[src/rtl/core/erl_ram.sv]
`timescale 1ns / 1ps

module erl_ram #(
  parameter int Width = 8,
  parameter int Depth = 256,
  localparam int AddrW = (Depth > 1) ? $clog2(Depth) : 1
) (
  input  logic             clk_i,
  input  logic             we_i,
  input  logic [AddrW-1:0] waddr_i,
  input  logic [Width-1:0] wdata_i,
  input  logic             re_i,
  input  logic [AddrW-1:0] raddr_i,
  output logic [Width-1:0] rdata_o
);

  logic [Width-1:0] mem_q [Depth];
  logic [Width-1:0] rdata_q;

  always_ff @(posedge clk_i) begin
    if (we_i) begin
      mem_q[waddr_i] <= wdata_i;
    end
  end

  always_ff @(posedge clk_i) begin
    if (re_i) begin
      rdata_q <= mem_q[raddr_i];
    end
  end

  assign rdata_o = rdata_q;

endmodule

[config.mk]
export PLATFORM = sky130hd
export DESIGN_NAME = erl_ram
export DESIGN_NICKNAME = d
export VERILOG_FILES = /design/src/rtl/core/erl_ram.sv
export SDC_FILE = /design/constraint.sdc
export NUM_CORES = 2
export LEC_CHECK = 0
export BUFFER_PORTS_ARGS = -buffer_cell sky130_fd_sc_hd__buf_2
export CORE_UTILIZATION = 57
export CTS_CLUSTER_SIZE = 14
export DETAILED_ROUTE_END_ITERATION = 8
export PLACE_DENSITY = 0.76
export SLEW_MARGIN = 20
export SYNTH_ARGS = -nofsm -noshare
export SYNTH_HDL_FRONTEND = slang
export SYNTH_SLANG_ARGS = --single-unit
[constraint.sdc]
create_clock -name clk_i -period 2.15 [get_ports clk_i]
set_input_delay 0 -clock clk_i [delete_from_list [all_inputs] [get_ports clk_i]]
set_output_delay 0 -clock clk_i [all_outputs]
set_load 0.05 [all_outputs]
======== Word-level counts from Yosys, hierarchy flattened ========
Memory sizes are Yosys's and may differ from the RTL's. A register that Yosys moved wholly into a read port is not among the register bits.
Index checks and enable logic that the tools add are counted.
operators by class
  mux-type cells .......................... 2
operators by type and width
  operator  count
  $mux W1   2
word-level totals
  memories kept ........................... 1
  memory bits (writable) .................. 2,048
  flip-flop bits (word level) ............. 0
  output and inout bits ................... 8
  word-level logic and storage cells ...... 3
memory list
  memory  depth  bits a word  rd ports  clocked after Yosys merged registers in  wr ports  line  text
  mem_q   256    8            1         1                                        1         17    logic [Width-1:0] mem_q [Depth];

======== Longest topological paths before layout ========
  word-level depth ........................ 2
  gate-level depth with buffers ........... 11

======== Worst setup path before layout ========
OpenSTA, ideal clock, no wires.
  path kind ............................... input port to flip-flop
  start point ............................. input raddr_i[0]
  end point ............................... register rdata_q[2] (netlist: rdata_o[2]) (read register of mem_q), data pin
  data required time ...................... 1.881 ns
  stages on the path ...................... 9
  setup time .............................. 0.269 ns
  arrival ................................. 1.807 ns
  path slack .............................. 0.074 ns
  cell sequence ........................... buf_6 buf_12 buf_8 buf_2 mux4_2 a22oi_1 a21oi_1 nor4_1 nor4_2
RTL lines
  what         line  text
  from (decl)  13    input logic [AddrW-1:0] raddr_i,
  to (decl)    18    logic [Width-1:0] rdata_q;

==> impl_metrics.yaml <==
placement:
  dp.cells: 6085
  dpl.hpwl_mm: 127
  io_buffers: 34
  gp_congestion: 0.960
sta:
  skew_ns: 0.0278
  final-setup-viol-count: 8
  slew_headroom_pct: 43.6
  fmax_mhz: 425
  hold_viol_final: 0
  worst_slack_ns: -0.202
  layout_worst_path_cycle_share_pct: 109
  rsz0062_at_grt: "yes"
  slew_viol_final: 0
  worstMarginPinSlew_ns: 0.847
  period_minus_slack_ns: 2.35
power_and_ir_drop:
  irDropWorstVdd_v: 0.000836
  powerDensity_mw_per_mm2: 873
  p_total_uw: 81800
  power.leakage_uw: 0.0304
yosys:
  yosysSeqAreaShare_pct: 77.5
  synthCells: 3733
  synth_nets: 3760
  yosysUniqueCellTypes: 54
  netlist_top_cells_area: "edfxtp_1 78%, mux4_2 13%, mux2i_1 1.7%"
  synth-edff-count: 2056
  yosysTopAreaCell: "edfxtp_1"
  synth_top_area_share_pct: 77.5
  yosys_register_bits: 2056
  syn_area_per_cell_um2: 21.3
  yosys_warnings: 0
  netlist_area_mm2: 0.0796
  synth_ff_type: "edfxtp_1"
  async_flop_share_pct: 0
worst_hold_path:
  hp-class: "in2reg"
clock_tree:
  clock_latency_ns: 0.84
  clock_sinks: 2056
  cts_buffers: 192
  cts_root_buf: "clkbuf_16"
  path_clk_slew_ns: 0.06
  clk_path_buf_depth: 3
  cts_setup_buffers: 0
  cts_tree: "yes"
  htreeDepth: 4
floorplan:
  die_h_um: 376
  initial_core_util_pct: 57.7
  pin_count: 35
  dieArea_mm2: 0.141
  core_area_mm2: 0.138
  rows: 136
  die_x_um: 376
setup_path:
  required_ns: 2.71
  critPathBufInv: 1
  crit_family: "compound AO/OA/AOI/OAI gates"
  worst_ep_arrival_time_ns: 2.91
  setup.worst_path.start_class: "flop"
  slowest_stage: "mux4_2"
  worstPathMaxFanout: 1
  crit_type: "reg2reg"
  setup.worst_path.end_class: "flop"
  path_cells: "mux4_2 > a22o_4 > a221oi_2 > buf_4 > o32ai_4 > nor3_4 > nor4_2"
  slowest_delay_ns: 0.49
detailed_routing:
  via_per_inst: 6.57
  dr.first_iter.drc_count: 6208
  post-route-drc-count: 0
  wl_mm: 201
  routed-via-count: 42400
  firstDrtPassIters: 8
  wl_per_cell_um: 31.1
  final_antenna_net_count: 0
grt:
  first_global_vias: 42600
  grtUsageTotal_pct: 28.7
  grt_pass1_wl_mm: 289
  grt_overflow: 0
  antenna_found_initial: 7
  grt_max_degree: 153
layout:
  area_delta_synth_final_pct: 17.7
  nets: 4460
  final_common_cell: "edfxtp_1"
  fin_cells: 6448
  final_cell_mix: "2056 x edfxtp_1, 592 x buf_4, 454 x mux4_2"
  final_layout_size_suffix_gt1_share_pct: 32.8
status:
  violations: "negative setup slack"
  status: "finished with violations"
job:
  maxCapViolCount: 0
## what timing repair did
action | 4_1_cts | 5_1_grt
resized for setup | 47 | 28
pin swaps | 23 | 29
endpoints found under the hold margin | 1469 | 0
hold buffers | 20 | 0
setup endpoints to repair | 8 | 8
## kinds of logic (layout without fill, tap and decap cells)
| group | after synthesis | after routing | synth area share (%) |
|---|---|---|---|
| compound gates | 385 | 385 | 3.42 |
| buf+inv | 235 | 1082 | 1.83 |
| flops | 2056 | 2056 | 77.5 |
| mux | 591 | 591 | 14.6 |
| other cells | 0 | 5 | 0 |
| simple gates | 466 | 466 | 2.63 |
## area by class of cell
type                    instances  area [um2]
flip-flops and latches       2056       61700
fillers                      8126       44300
multi-input cells            1442       16900
repair buffers                739        6730
clock buffers                 238        5040
well taps                    1863        2330
clock inverters               103         955
diodes                          5        12.5
inverters                       2        7.51
## layer usage
layer | vias to the layer above | wire length, um | global-route usage [%]
li1 | 17100 | - | -
met1 | 21900 | 72000 | 39.7
met2 | 2950 | 96900 | 45.2
met3 | 464 | 24100 | 6.22
met4 | 10 | 7650 | 11.4
met5 | - | 57 | 0
## power by group
| group | leakage [uW] | internal, uW | total [uW] | switching, uW |
|---|---|---|---|---|
| clock network | 0.00292 | 18400 | 32700 | 14300 |
| logic | 0.00900 | 1950 | 4840 | 2890 |
| registers | 0.0185 | 44200 | 44300 | 61.2 |
## state kept, by name, indices dropped and copies added (netlist names)
signal   count
rdata_o      8
mem_q     2048
## path summary, 6_finish.rpt
kind                            slack (ns)                 endpoint                    from  depth (start not counted)
worst max-delay path                 -0.20     rdata_o[6]$_DFFE_PP_  mem_q[80][6]$_DFFE_PP_                          7
worst min-delay path                  0.07  mem_q[253][1]$_DFFE_PP_                    we_i                          5
worst max register to register       -0.20     rdata_o[6]$_DFFE_PP_  mem_q[80][6]$_DFFE_PP_                          7
worst min register to register        1.29     rdata_o[6]$_DFFE_PP_  mem_q[76][6]$_DFFE_PP_                          5
## tightest hold or removal path, delay by kind of cell
family	cells	cell delay, ns
AND/OR/NAND/NOR	2	0.22
buffers and inverters	3	0.50
## synth_stat cells, drive strengths merged, types with 8 or more instances
| cell type | n |
|---|---|
| nor4 | 27 |
| nor3 | 22 |
| a22oi | 133 |
| a221oi | 14 |
| nand2 | 33 |
| edfxtp | 2056 |
| mux2i | 134 |
| o211ai | 10 |
| a211oi | 16 |
| mux4 | 456 |
| o22ai | 28 |
| o221ai | 47 |
| a21oi | 96 |
| buf | 122 |
| nand4 | 10 |
| nand3 | 34 |
| nand2b | 8 |
| clkbuf | 111 |
| nor2 | 282 |
| o21ai | 12 |
| a22o | 8 |
| nor2b | 31 |
## per-stage QoR
step | setup WS (ns) | utilization, % | area (um2) | hold slack (ns) | TNS [ns]
after floorplan | 0.0739 | - | 79600 | 0.0989 | 0
after global placement | -1.12 | 63.1 | 87100 | 0.420 | -6.28
after detailed placement | -1.19 | 63.1 | 87100 | 0.436 | -6.47
after CTS | -0.237 | 67.8 | 93500 | 0.0139 | -1.39
after global routing | -0.250 | 67.9 | 93700 | 0.0794 | -1.56
final | -0.202 | 67.9 | 93700 | 0.0709 | -1.22
Power figures use the tool's default switching activity.
