--- src/rtl/core/erl_pkg.sv ---
`timescale 1ns / 1ps

package erl_pkg;

  // default ring depth
  localparam int LogDepthDefault = 256;

  localparam int CapW   = 9;
  localparam int CountW = 9;
  localparam int IndexW = 8;
  localparam int DropW  = 64;

  localparam logic [CapW-1:0] CapReset = 9'd256;

  typedef enum logic [1:0] {
    OP_RECORD = 2'd0,
    OP_READ   = 2'd1,
    OP_CLEAR  = 2'd2
  } erl_op_e;

  typedef struct packed {
    logic [1:0]         operation;
    logic [63:0]        frame_number;
    logic signed [31:0] cell_x;
    logic signed [31:0] cell_y;
    logic signed [31:0] cell_z;
    logic [31:0]        cell_level;
    logic [7:0]         world_layer;
    logic [1:0]         event_kind;
    logic [IndexW-1:0]  read_index;
  } erl_req_t;

  typedef struct packed {
    logic               entry_valid;
    logic [63:0]        out_frame;
    logic signed [31:0] out_x;
    logic signed [31:0] out_y;
    logic signed [31:0] out_z;
    logic [31:0]        out_level;
    logic [7:0]         out_layer;
    logic [1:0]         out_kind;
    logic [CountW-1:0]  stored_count;
    logic [DropW-1:0]   dropped_count;
    logic               log_wrapped;
  } erl_res_t;

  // one stored event
  typedef struct packed {
    logic [63:0]        frame;
    logic signed [31:0] x;
    logic signed [31:0] y;
    logic signed [31:0] z;
    logic [31:0]        level;
    logic [7:0]         layer;
    logic [1:0]         kind;
  } erl_entry_t;

  localparam int EntryW = $bits(erl_entry_t);

  // status of one operation, aligned with the ram read data
  typedef struct packed {
    logic              valid;
    logic              entry_valid;
    logic [CountW-1:0] stored_count;
    logic [DropW-1:0]  dropped_count;
    logic              log_wrapped;
  } erl_stat_t;

endpackage

--- src/rtl/core/erl_ctrl.sv ---
`timescale 1ns / 1ps

module erl_ctrl #(
  parameter int LogDepth = erl_pkg::LogDepthDefault,
  localparam int AddrW = (LogDepth > 1) ? $clog2(LogDepth) : 1,
  localparam int CntW  = $clog2(LogDepth + 1),
  localparam int WorkW = (CntW > erl_pkg::CapW) ? CntW : erl_pkg::CapW
) (
  input  logic                         clk_i,
  input  logic                         rst_ni,
  input  logic                         fire_i,
  input  erl_pkg::erl_req_t            req_i,
  input  logic                         cfg_we_i,
  input  logic [erl_pkg::CapW-1:0]     cfg_data_i,
  output logic                         ram_we_o,
  output logic [AddrW-1:0]             ram_waddr_o,
  output erl_pkg::erl_entry_t          ram_wdata_o,
  output logic                         ram_re_o,
  output logic [AddrW-1:0]             ram_raddr_o,
  output erl_pkg::erl_stat_t           stat_o
);

  logic [CntW-1:0]              fill_q, fill_d;
  logic [AddrW-1:0]             oldest_q, oldest_d;
  logic                         wrapped_q, wrapped_d;
  logic [erl_pkg::DropW-1:0]    drop_q, drop_d;
  logic [erl_pkg::CapW-1:0]     cap_q;
  erl_pkg::erl_stat_t           stat_q, stat_d;

  logic [WorkW-1:0] cap_raw, cap_eff, fill_ext, oldest_ext, idx_ext;
  logic [WorkW:0]   rd_sum, rd_pos;
  logic             is_record, is_read, is_clear, has_room, rd_hit;

  always_comb begin
    cap_raw = WorkW'(cap_q);
    if (cap_raw == '0) begin
      cap_eff = WorkW'(1);
    end else if (cap_raw > WorkW'(LogDepth)) begin
      cap_eff = WorkW'(LogDepth);
    end else begin
      cap_eff = cap_raw;
    end
  end

  assign fill_ext   = WorkW'(fill_q);
  assign oldest_ext = WorkW'(oldest_q);
  assign idx_ext    = WorkW'(req_i.read_index);
  assign has_room   = fill_ext < cap_eff;
  assign rd_hit     = idx_ext < fill_ext;

  // oldest stays below the fill count, so one subtract brings the sum in range
  assign rd_sum = {1'b0, oldest_ext} + {1'b0, idx_ext};
  assign rd_pos = (rd_sum >= {1'b0, fill_ext}) ? rd_sum - {1'b0, fill_ext} : rd_sum;

  assign is_record = fire_i && (req_i.operation == erl_pkg::OP_RECORD);
  assign is_read   = fire_i && (req_i.operation == erl_pkg::OP_READ);
  assign is_clear  = fire_i && (req_i.operation == erl_pkg::OP_CLEAR);

  always_comb begin
    fill_d    = fill_q;
    oldest_d  = oldest_q;
    wrapped_d = wrapped_q;
    drop_d    = drop_q;
    ram_we_o  = 1'b0;
    ram_waddr_o = oldest_q;
    if (cfg_we_i || is_clear) begin
      fill_d    = '0;
      oldest_d  = '0;
      wrapped_d = 1'b0;
      drop_d    = '0;
    end else if (is_record) begin
      ram_we_o = 1'b1;
      if (has_room) begin
        ram_waddr_o = AddrW'(fill_q);
        fill_d      = fill_q + CntW'(1);
      end else begin
        ram_waddr_o = oldest_q;
        oldest_d    = ((oldest_ext + WorkW'(1)) == cap_eff) ? '0 : oldest_q + AddrW'(1);
        wrapped_d   = 1'b1;
        drop_d      = drop_q + erl_pkg::DropW'(1);
      end
    end
  end

  assign ram_wdata_o = '{
    frame: req_i.frame_number,
    x:     req_i.cell_x,
    y:     req_i.cell_y,
    z:     req_i.cell_z,
    level: req_i.cell_level,
    layer: req_i.world_layer,
    kind:  req_i.event_kind
  };

  assign ram_re_o    = is_read && rd_hit;
  assign ram_raddr_o = AddrW'(rd_pos);

  always_comb begin
    stat_d.valid         = fire_i;
    stat_d.entry_valid   = is_read && rd_hit;
    stat_d.stored_count  = erl_pkg::CountW'(fill_d);
    stat_d.dropped_count = drop_d;
    stat_d.log_wrapped   = wrapped_d;
  end

  always_ff @(posedge clk_i or negedge rst_ni) begin
    if (!rst_ni) begin
      fill_q    <= '0;
      oldest_q  <= '0;
      wrapped_q <= 1'b0;
      drop_q    <= '0;
      cap_q     <= erl_pkg::CapReset;
      stat_q    <= '0;
    end else begin
      fill_q    <= fill_d;
      oldest_q  <= oldest_d;
      wrapped_q <= wrapped_d;
      drop_q    <= drop_d;
      stat_q    <= stat_d;
      if (cfg_we_i) begin
        cap_q <= cfg_data_i;
      end
    end
  end

  assign stat_o = stat_q;

endmodule

--- config.mk ---
export PLATFORM = sky130hd
export DESIGN_NAME = erl_ctrl
export DESIGN_NICKNAME = d
export VERILOG_FILES = /design/src/rtl/core/erl_pkg.sv /design/src/rtl/core/erl_ctrl.sv
export SDC_FILE = /design/constraint.sdc
export NUM_CORES = 1
export LEC_CHECK = 0
export BUFFER_PORTS_ARGS = -buffer_cell sky130_fd_sc_hd__buf_4
export CORE_AREA = 5 5 201 203
export CTS_BUF_LIST = sky130_fd_sc_hd__clkbuf_4 sky130_fd_sc_hd__clkbuf_8
export DETAILED_ROUTE_END_ITERATION = 7
export DIE_AREA = 0 0 206 208
export GPL_TIMING_DRIVEN = 0
export PLACE_DENSITY = 0.57
export SETUP_SLACK_MARGIN = 0.02
export SLEW_MARGIN = 20
export SYNTH_ARGS = -nofsm -noshare
export SYNTH_HDL_FRONTEND = slang
export SYNTH_SLANG_ARGS = --single-unit
--- constraint.sdc ---
create_clock -name clk_i -period 6.8 [get_ports clk_i]
set_clock_uncertainty 0.15 [all_clocks]
set_input_delay 0.68 -clock clk_i [delete_from_list [all_inputs] [get_ports clk_i]]
set_output_delay 0.68 -clock clk_i [all_outputs]
set_load 0.1 [all_outputs]
Yosys cells after proc, flatten, opt, wreduce, memory -nomap -nowiden --
Index checks and enable logic that the tools add are counted. Widths: inputs -> output; s select.
Operators by class: $lt $le $gt $ge 4, multiplexer cells 21, reductions and logical operators 11, add/sub/neg operators 6, equal/unequal tests 4
Operators with widths (number):
- $mux 64 | 3
- $add 64x1->64 const B | 1
- $mux 8 | 8
- $mux 9 | 5
- $add 8x1->9 const B | 1
- $add 8x8->9 | 1
- $add 9x1->9 const B | 1
- $eq 9x9->1 | 1
- $ge 9x9->1 | 1
- $gt 9x9->1 const B | 1
- $logic_not 9->1 | 1
- $lt 8x9->1 | 1
- $lt 9x9->1 | 1
- $add 8x1->8 const B | 1
- $sub 8x8->8 | 1
- $mux 1 | 5
- $logic_and 1x1->1 | 4
- $reduce_and 2->1 | 2
- $reduce_bool 2->1 | 2
- $eq 2x1->1 const B | 1
- $eq 2x2->1 const B | 1
- $logic_not 2->1 | 1
- $ne 2x1->1 const B | 1
- $logic_or 1x1->1 | 1
Storage, ports and cells: logic and storage cells 53, flip-flop bits (word level) 93, output and inout bits 296, bits of input ports 225

Depth between registers and ports, before layout --
depth after elaboration 8, gate-level depth with buffers 15, gate-level depth less buffers 15

Worst setup path after synthesis --
Ideal clock, no wire load.
path type input -> output, start point input req_i[211] (netlist bit), end point output ram_waddr_o[1], arrival time 5519 ps, required time 5970 ps, stages 5, path slack 451 ps, path buffers 1, cell sequence nor3b_1 -> nor2b_1 -> nand3_1 -> clkbuf_1 -> o21ai_0
Between the ends: word-level cells in the longest chain between the ends 4, elaborated cells between the ends (all ways) 7, classes of those cells eq/ne: 1; mux: 2; reduce/logical: 4
Ends and longest elaborated chain:
- from (decl) | line erl_ctrl.sv:12 | input erl_pkg::erl_req_t req_i,
- $logic_not 2->1 or $eq 2x2->1 (tied branches) | line erl_ctrl.sv:55, erl_ctrl.sv:57
- $logic_and 1x1->1, on equally long branches | line erl_ctrl.sv:55, erl_ctrl.sv:57
- $mux 8 or $logic_or 1x1->1 (tied branches) | line erl_ctrl.sv:71, erl_ctrl.sv:66
- $mux 8 * | line erl_ctrl.sv:66 | if (cfg_we_i || is_clear) begin
- to (decl) | line erl_ctrl.sv:16 | output logic [AddrW-1:0] ram_waddr_o,
Mark *: on every way between the ends. The rest lies on a longest branch, timed or not.

Final worst setup path --
start point register oldest_q[0], end point output ram_raddr_o[2]
Between the ends: word-level cells in the longest chain between the ends 3, elaborated cells between the ends (all ways) 4, classes of those cells add/sub: 2; order compare: 1; mux: 1
Ends and longest elaborated chain:
- from (decl) | line erl_ctrl.sv:24 | logic [AddrW-1:0] oldest_q, oldest_d;
- from (signal assigned) | line erl_ctrl.sv:116 | oldest_q <= oldest_d;
- $add 8x8->9 * | line erl_ctrl.sv:52 | assign rd_sum = {1'b0, oldest_ext} + {1'b0, idx_ext};
- $sub 8x8->8 or $ge 9x9->1 (tied branches) | line erl_ctrl.sv:53 | assign rd_pos = (rd_sum >= {1'b0, fill_ext}) ? rd_sum - {1'b0, fill_ext} : rd_sum;
- $mux 8 * | line erl_ctrl.sv:53
- to (decl) | line erl_ctrl.sv:19 | output logic [AddrW-1:0] ram_raddr_o,
Marks and branches as above.

==> metrics.cfg <==
[global_route]
antenna_found_initial=0
grt_pass1_wl_mm=44.2
grt_usage_pct=13.0
grt_pass1_vias=7509
grt_max_degree=94
grt.overflow.total=0

[worst_setup_path]
critical-path-top-delay-family=compound AO/OA/AOI/OAI gates
rr_worst_depth=11
cpMaxStageDelayCell=o21ai_1
crit_cells=14
crit_buf_inv=1
r2r_start=cap_q[8]
cpPeakStageDelay_ns=0.60
r2r_slack_ns=3.00
worstPathMaxFanout=8
critPathRequiredTime_ns=5.97
r2r_end=stat_o[38]
cp-end-kind=primary output
startpoint=oldest_q[0]
cp-endpoint=ram_raddr_o[2]
crit_arrival_ns=4.34
crit_top_cell=a21oi_1
crit_chain=ha_1, fa_1, a21o_1, a21oi_1, o21bai_1, a21oi_1, xnor2_1, ha_1, o21ai_0, a21oi_1, nor2_1, o21ai_1, mux2_2, buf_4
critical_path.startpoint_type=register
crit_type=reg2out

[floorplan]
start_util_pct=20.3
rows=72
core_um2=38300
die-width_um=206
fp.dieH_um=208
die-area_um2=42800
ioPinCount=521

[timing]
finalHoldViolations=0
timing.final.crit_share_pct=76.0
rsz0062_at_grt=no
fmax_mhz=193
slew_viol_final=0
worst_slew_pin_slew_ns=0.973
layout_min_cycle_time_ns=5.17
setup_viol=0
tns_ns=0
slew_headroom_pct=34.6
fin_hold_ws_ns=0.211

[clocking]
clock_path_buffers=2
cts_resized=0
hold_buffers=0
numCtsBuffers=9
post_cts_buffers=0
htree_num_levels=3
clkSlewWorstSetupHoldPaths_ns=0.09
clockRootBuffer=clkbuf_8
cts_tree=done
worstSkewPairLatency_ns=0.40
clock-sinks=93

[synth]
ys_ff_latch=93
yosysTopAreaCellShare_pct=29.6
synthTopCellsByCount=203 x buf_4, 110 x o21ai_0, 92 x dfrtp_1
synth_compound_area_share_pct=17.1
syn_nets=1204
synth-xor-area-share_pct=3.11
synth_top_family_by_area=buffers and inverters
async_reset_ff_share_pct=100
ys_seq_area_share_pct=30.0
yosys.area_share.adder_pct=6.15
synth.most_common_cell=buf_4
synth_area_leaders=dfrtp_1 30%, buf_4 20%, o21ai_0 7.1%, ha_1 5.6%, nand2_1 3.0%
synth_edf_count=0
synth_area_leader_cell=dfrtp_1
yosysWarnings=0
ys_types=58
synth-simple-area-share_pct=18.1
syn_inst=942
muxShareOfSynthArea_pct=2.83
syn_area_um2=7770
ys.flop_type=dfrtp_1
avgSynthCellArea_um2=8.25

[finish]
multi_input_area_um2=3680
fillers=4058
syn_to_final_growth_pct=41.5
diodes=0
final_nets=1533
postLayoutCoreUtil_pct=28.7
seq_area_um2=2330
drive_gt1_share_pct=45.1
stdcell_area_um2=11000
instances_no_fill=1792

[route]
routed_wirelength_mm=30.1
drt_pass1_iterations=5
ant_nets=0
via_count=7911
viasPerCell=4.41
wl_per_cell_um=16.8
route.detailed.drc=0
dr.first_iter.drc_count=544

[place]
gp_congestion=0.863
placedCellCount=1778
portBuffers=318
dp_hpwl_mm=24.3
place_area_um2=10800

[power_and_ir_drop]
vdd_ir_drop_max_mv=0.114
powerDensity_nw_per_um2=164
leakage_uw=0.00533

[outcome]
status=finished, final reports clean

[hold_path]
min-delay-path-class=in2async

[job]
drv_cap=0

## worst min-delay path by stage
| stage | to | slack, ns |
|---|---|---|
| after floorplan | cap_q[0] | 0.23 |
| after global placement | stat_o[0] | 0.32 |
| after detailed placement | stat_o[0] | 0.32 |
| after CTS | stat_o[75] | 0.25 |
| after global routing | stat_o[75] | 0.25 |
| final | stat_o[73] | 0.21 |
## report_power, final
part / switching, uW / internal, uW
sequential: 6.54 / 559
clock: 220 / 168
combinational: 642 / 207
## through the flow
step | total power, uW | worst slack [ns]
after floorplan | 1270 | 0.451
after global placement | 1430 | 1.86
after detailed placement | 1430 | 1.78
after CTS | 1820 | 1.58
after global routing | 1870 | 1.34
final | 1800 | 1.63
## kinds of logic (layout without fill, tap and decap cells)
| family | count (synthesis) | in the layout |
|---|---|---|
| compound gates | 234 | 234 |
| xor+xnor | 26 | 26 |
| buf+inv | 260 | 592 |
| fa+ha+maj | 37 | 37 |
| simple gates | 272 | 272 |
| flops | 93 | 93 |
| mux | 20 | 20 |
## cell usage in the layout, fill, tap and decap left out, drive strengths merged, types with 2 or more instances in the layout
master	synthesis	layout
buf	214	532
o21ai	126	126
dfrtp	92	92
nand2	64	64
nor2	61	61
a21oi	41	41
nand3	36	36
ha	35	35
clkbuf	25	34
nand4	31	31
a31oi	27	27
inv	21	23
and3	22	22
xnor2	19	19
mux2	16	16
o31ai	14	14
nand2b	11	11
and4	8	8
or3	8	8
nor4	8	8
xor2	6	6
o41ai	6	6
and2	6	6
nor3	6	6
a21o	5	5
nor2b	4	4
mux2i	4	4
o21a	3	3
nor3b	3	3
a32oi	2	2
a211oi	2	2
a22o	2	2
o211ai	2	2
fa	2	2
or4	2	2
## cell type report
type / instances / area share (%)
buffer: 239 / 15.3
clock buffer: 9 / 1.13
clock inverter: 5 / 0.546
inverter: 21 / 0.717
multi-input combinational: 589 / 33.5
sequential: 93 / 21.2
tap: 518 / 5.89
timing repair buffer: 318 / 21.7
## registers in the layout (all words and copies together) (netlist names)
name and flops:
cap_q 9, oldest_q 8, stat_o 76
## per-layer routing
metal  part of all wire, %  vias up  wire length (um)  global-route usage (%)
li1                      -     3796                 -                       -
met3                   9.3       18              2800                    3.99
met1                    40     3730             12100                    16.4
met5                     0        -                 0                       0
met2                    49      367             14800                    22.0
met4                   1.3        0               380                    2.80
(Power assumes the default switching activity.)
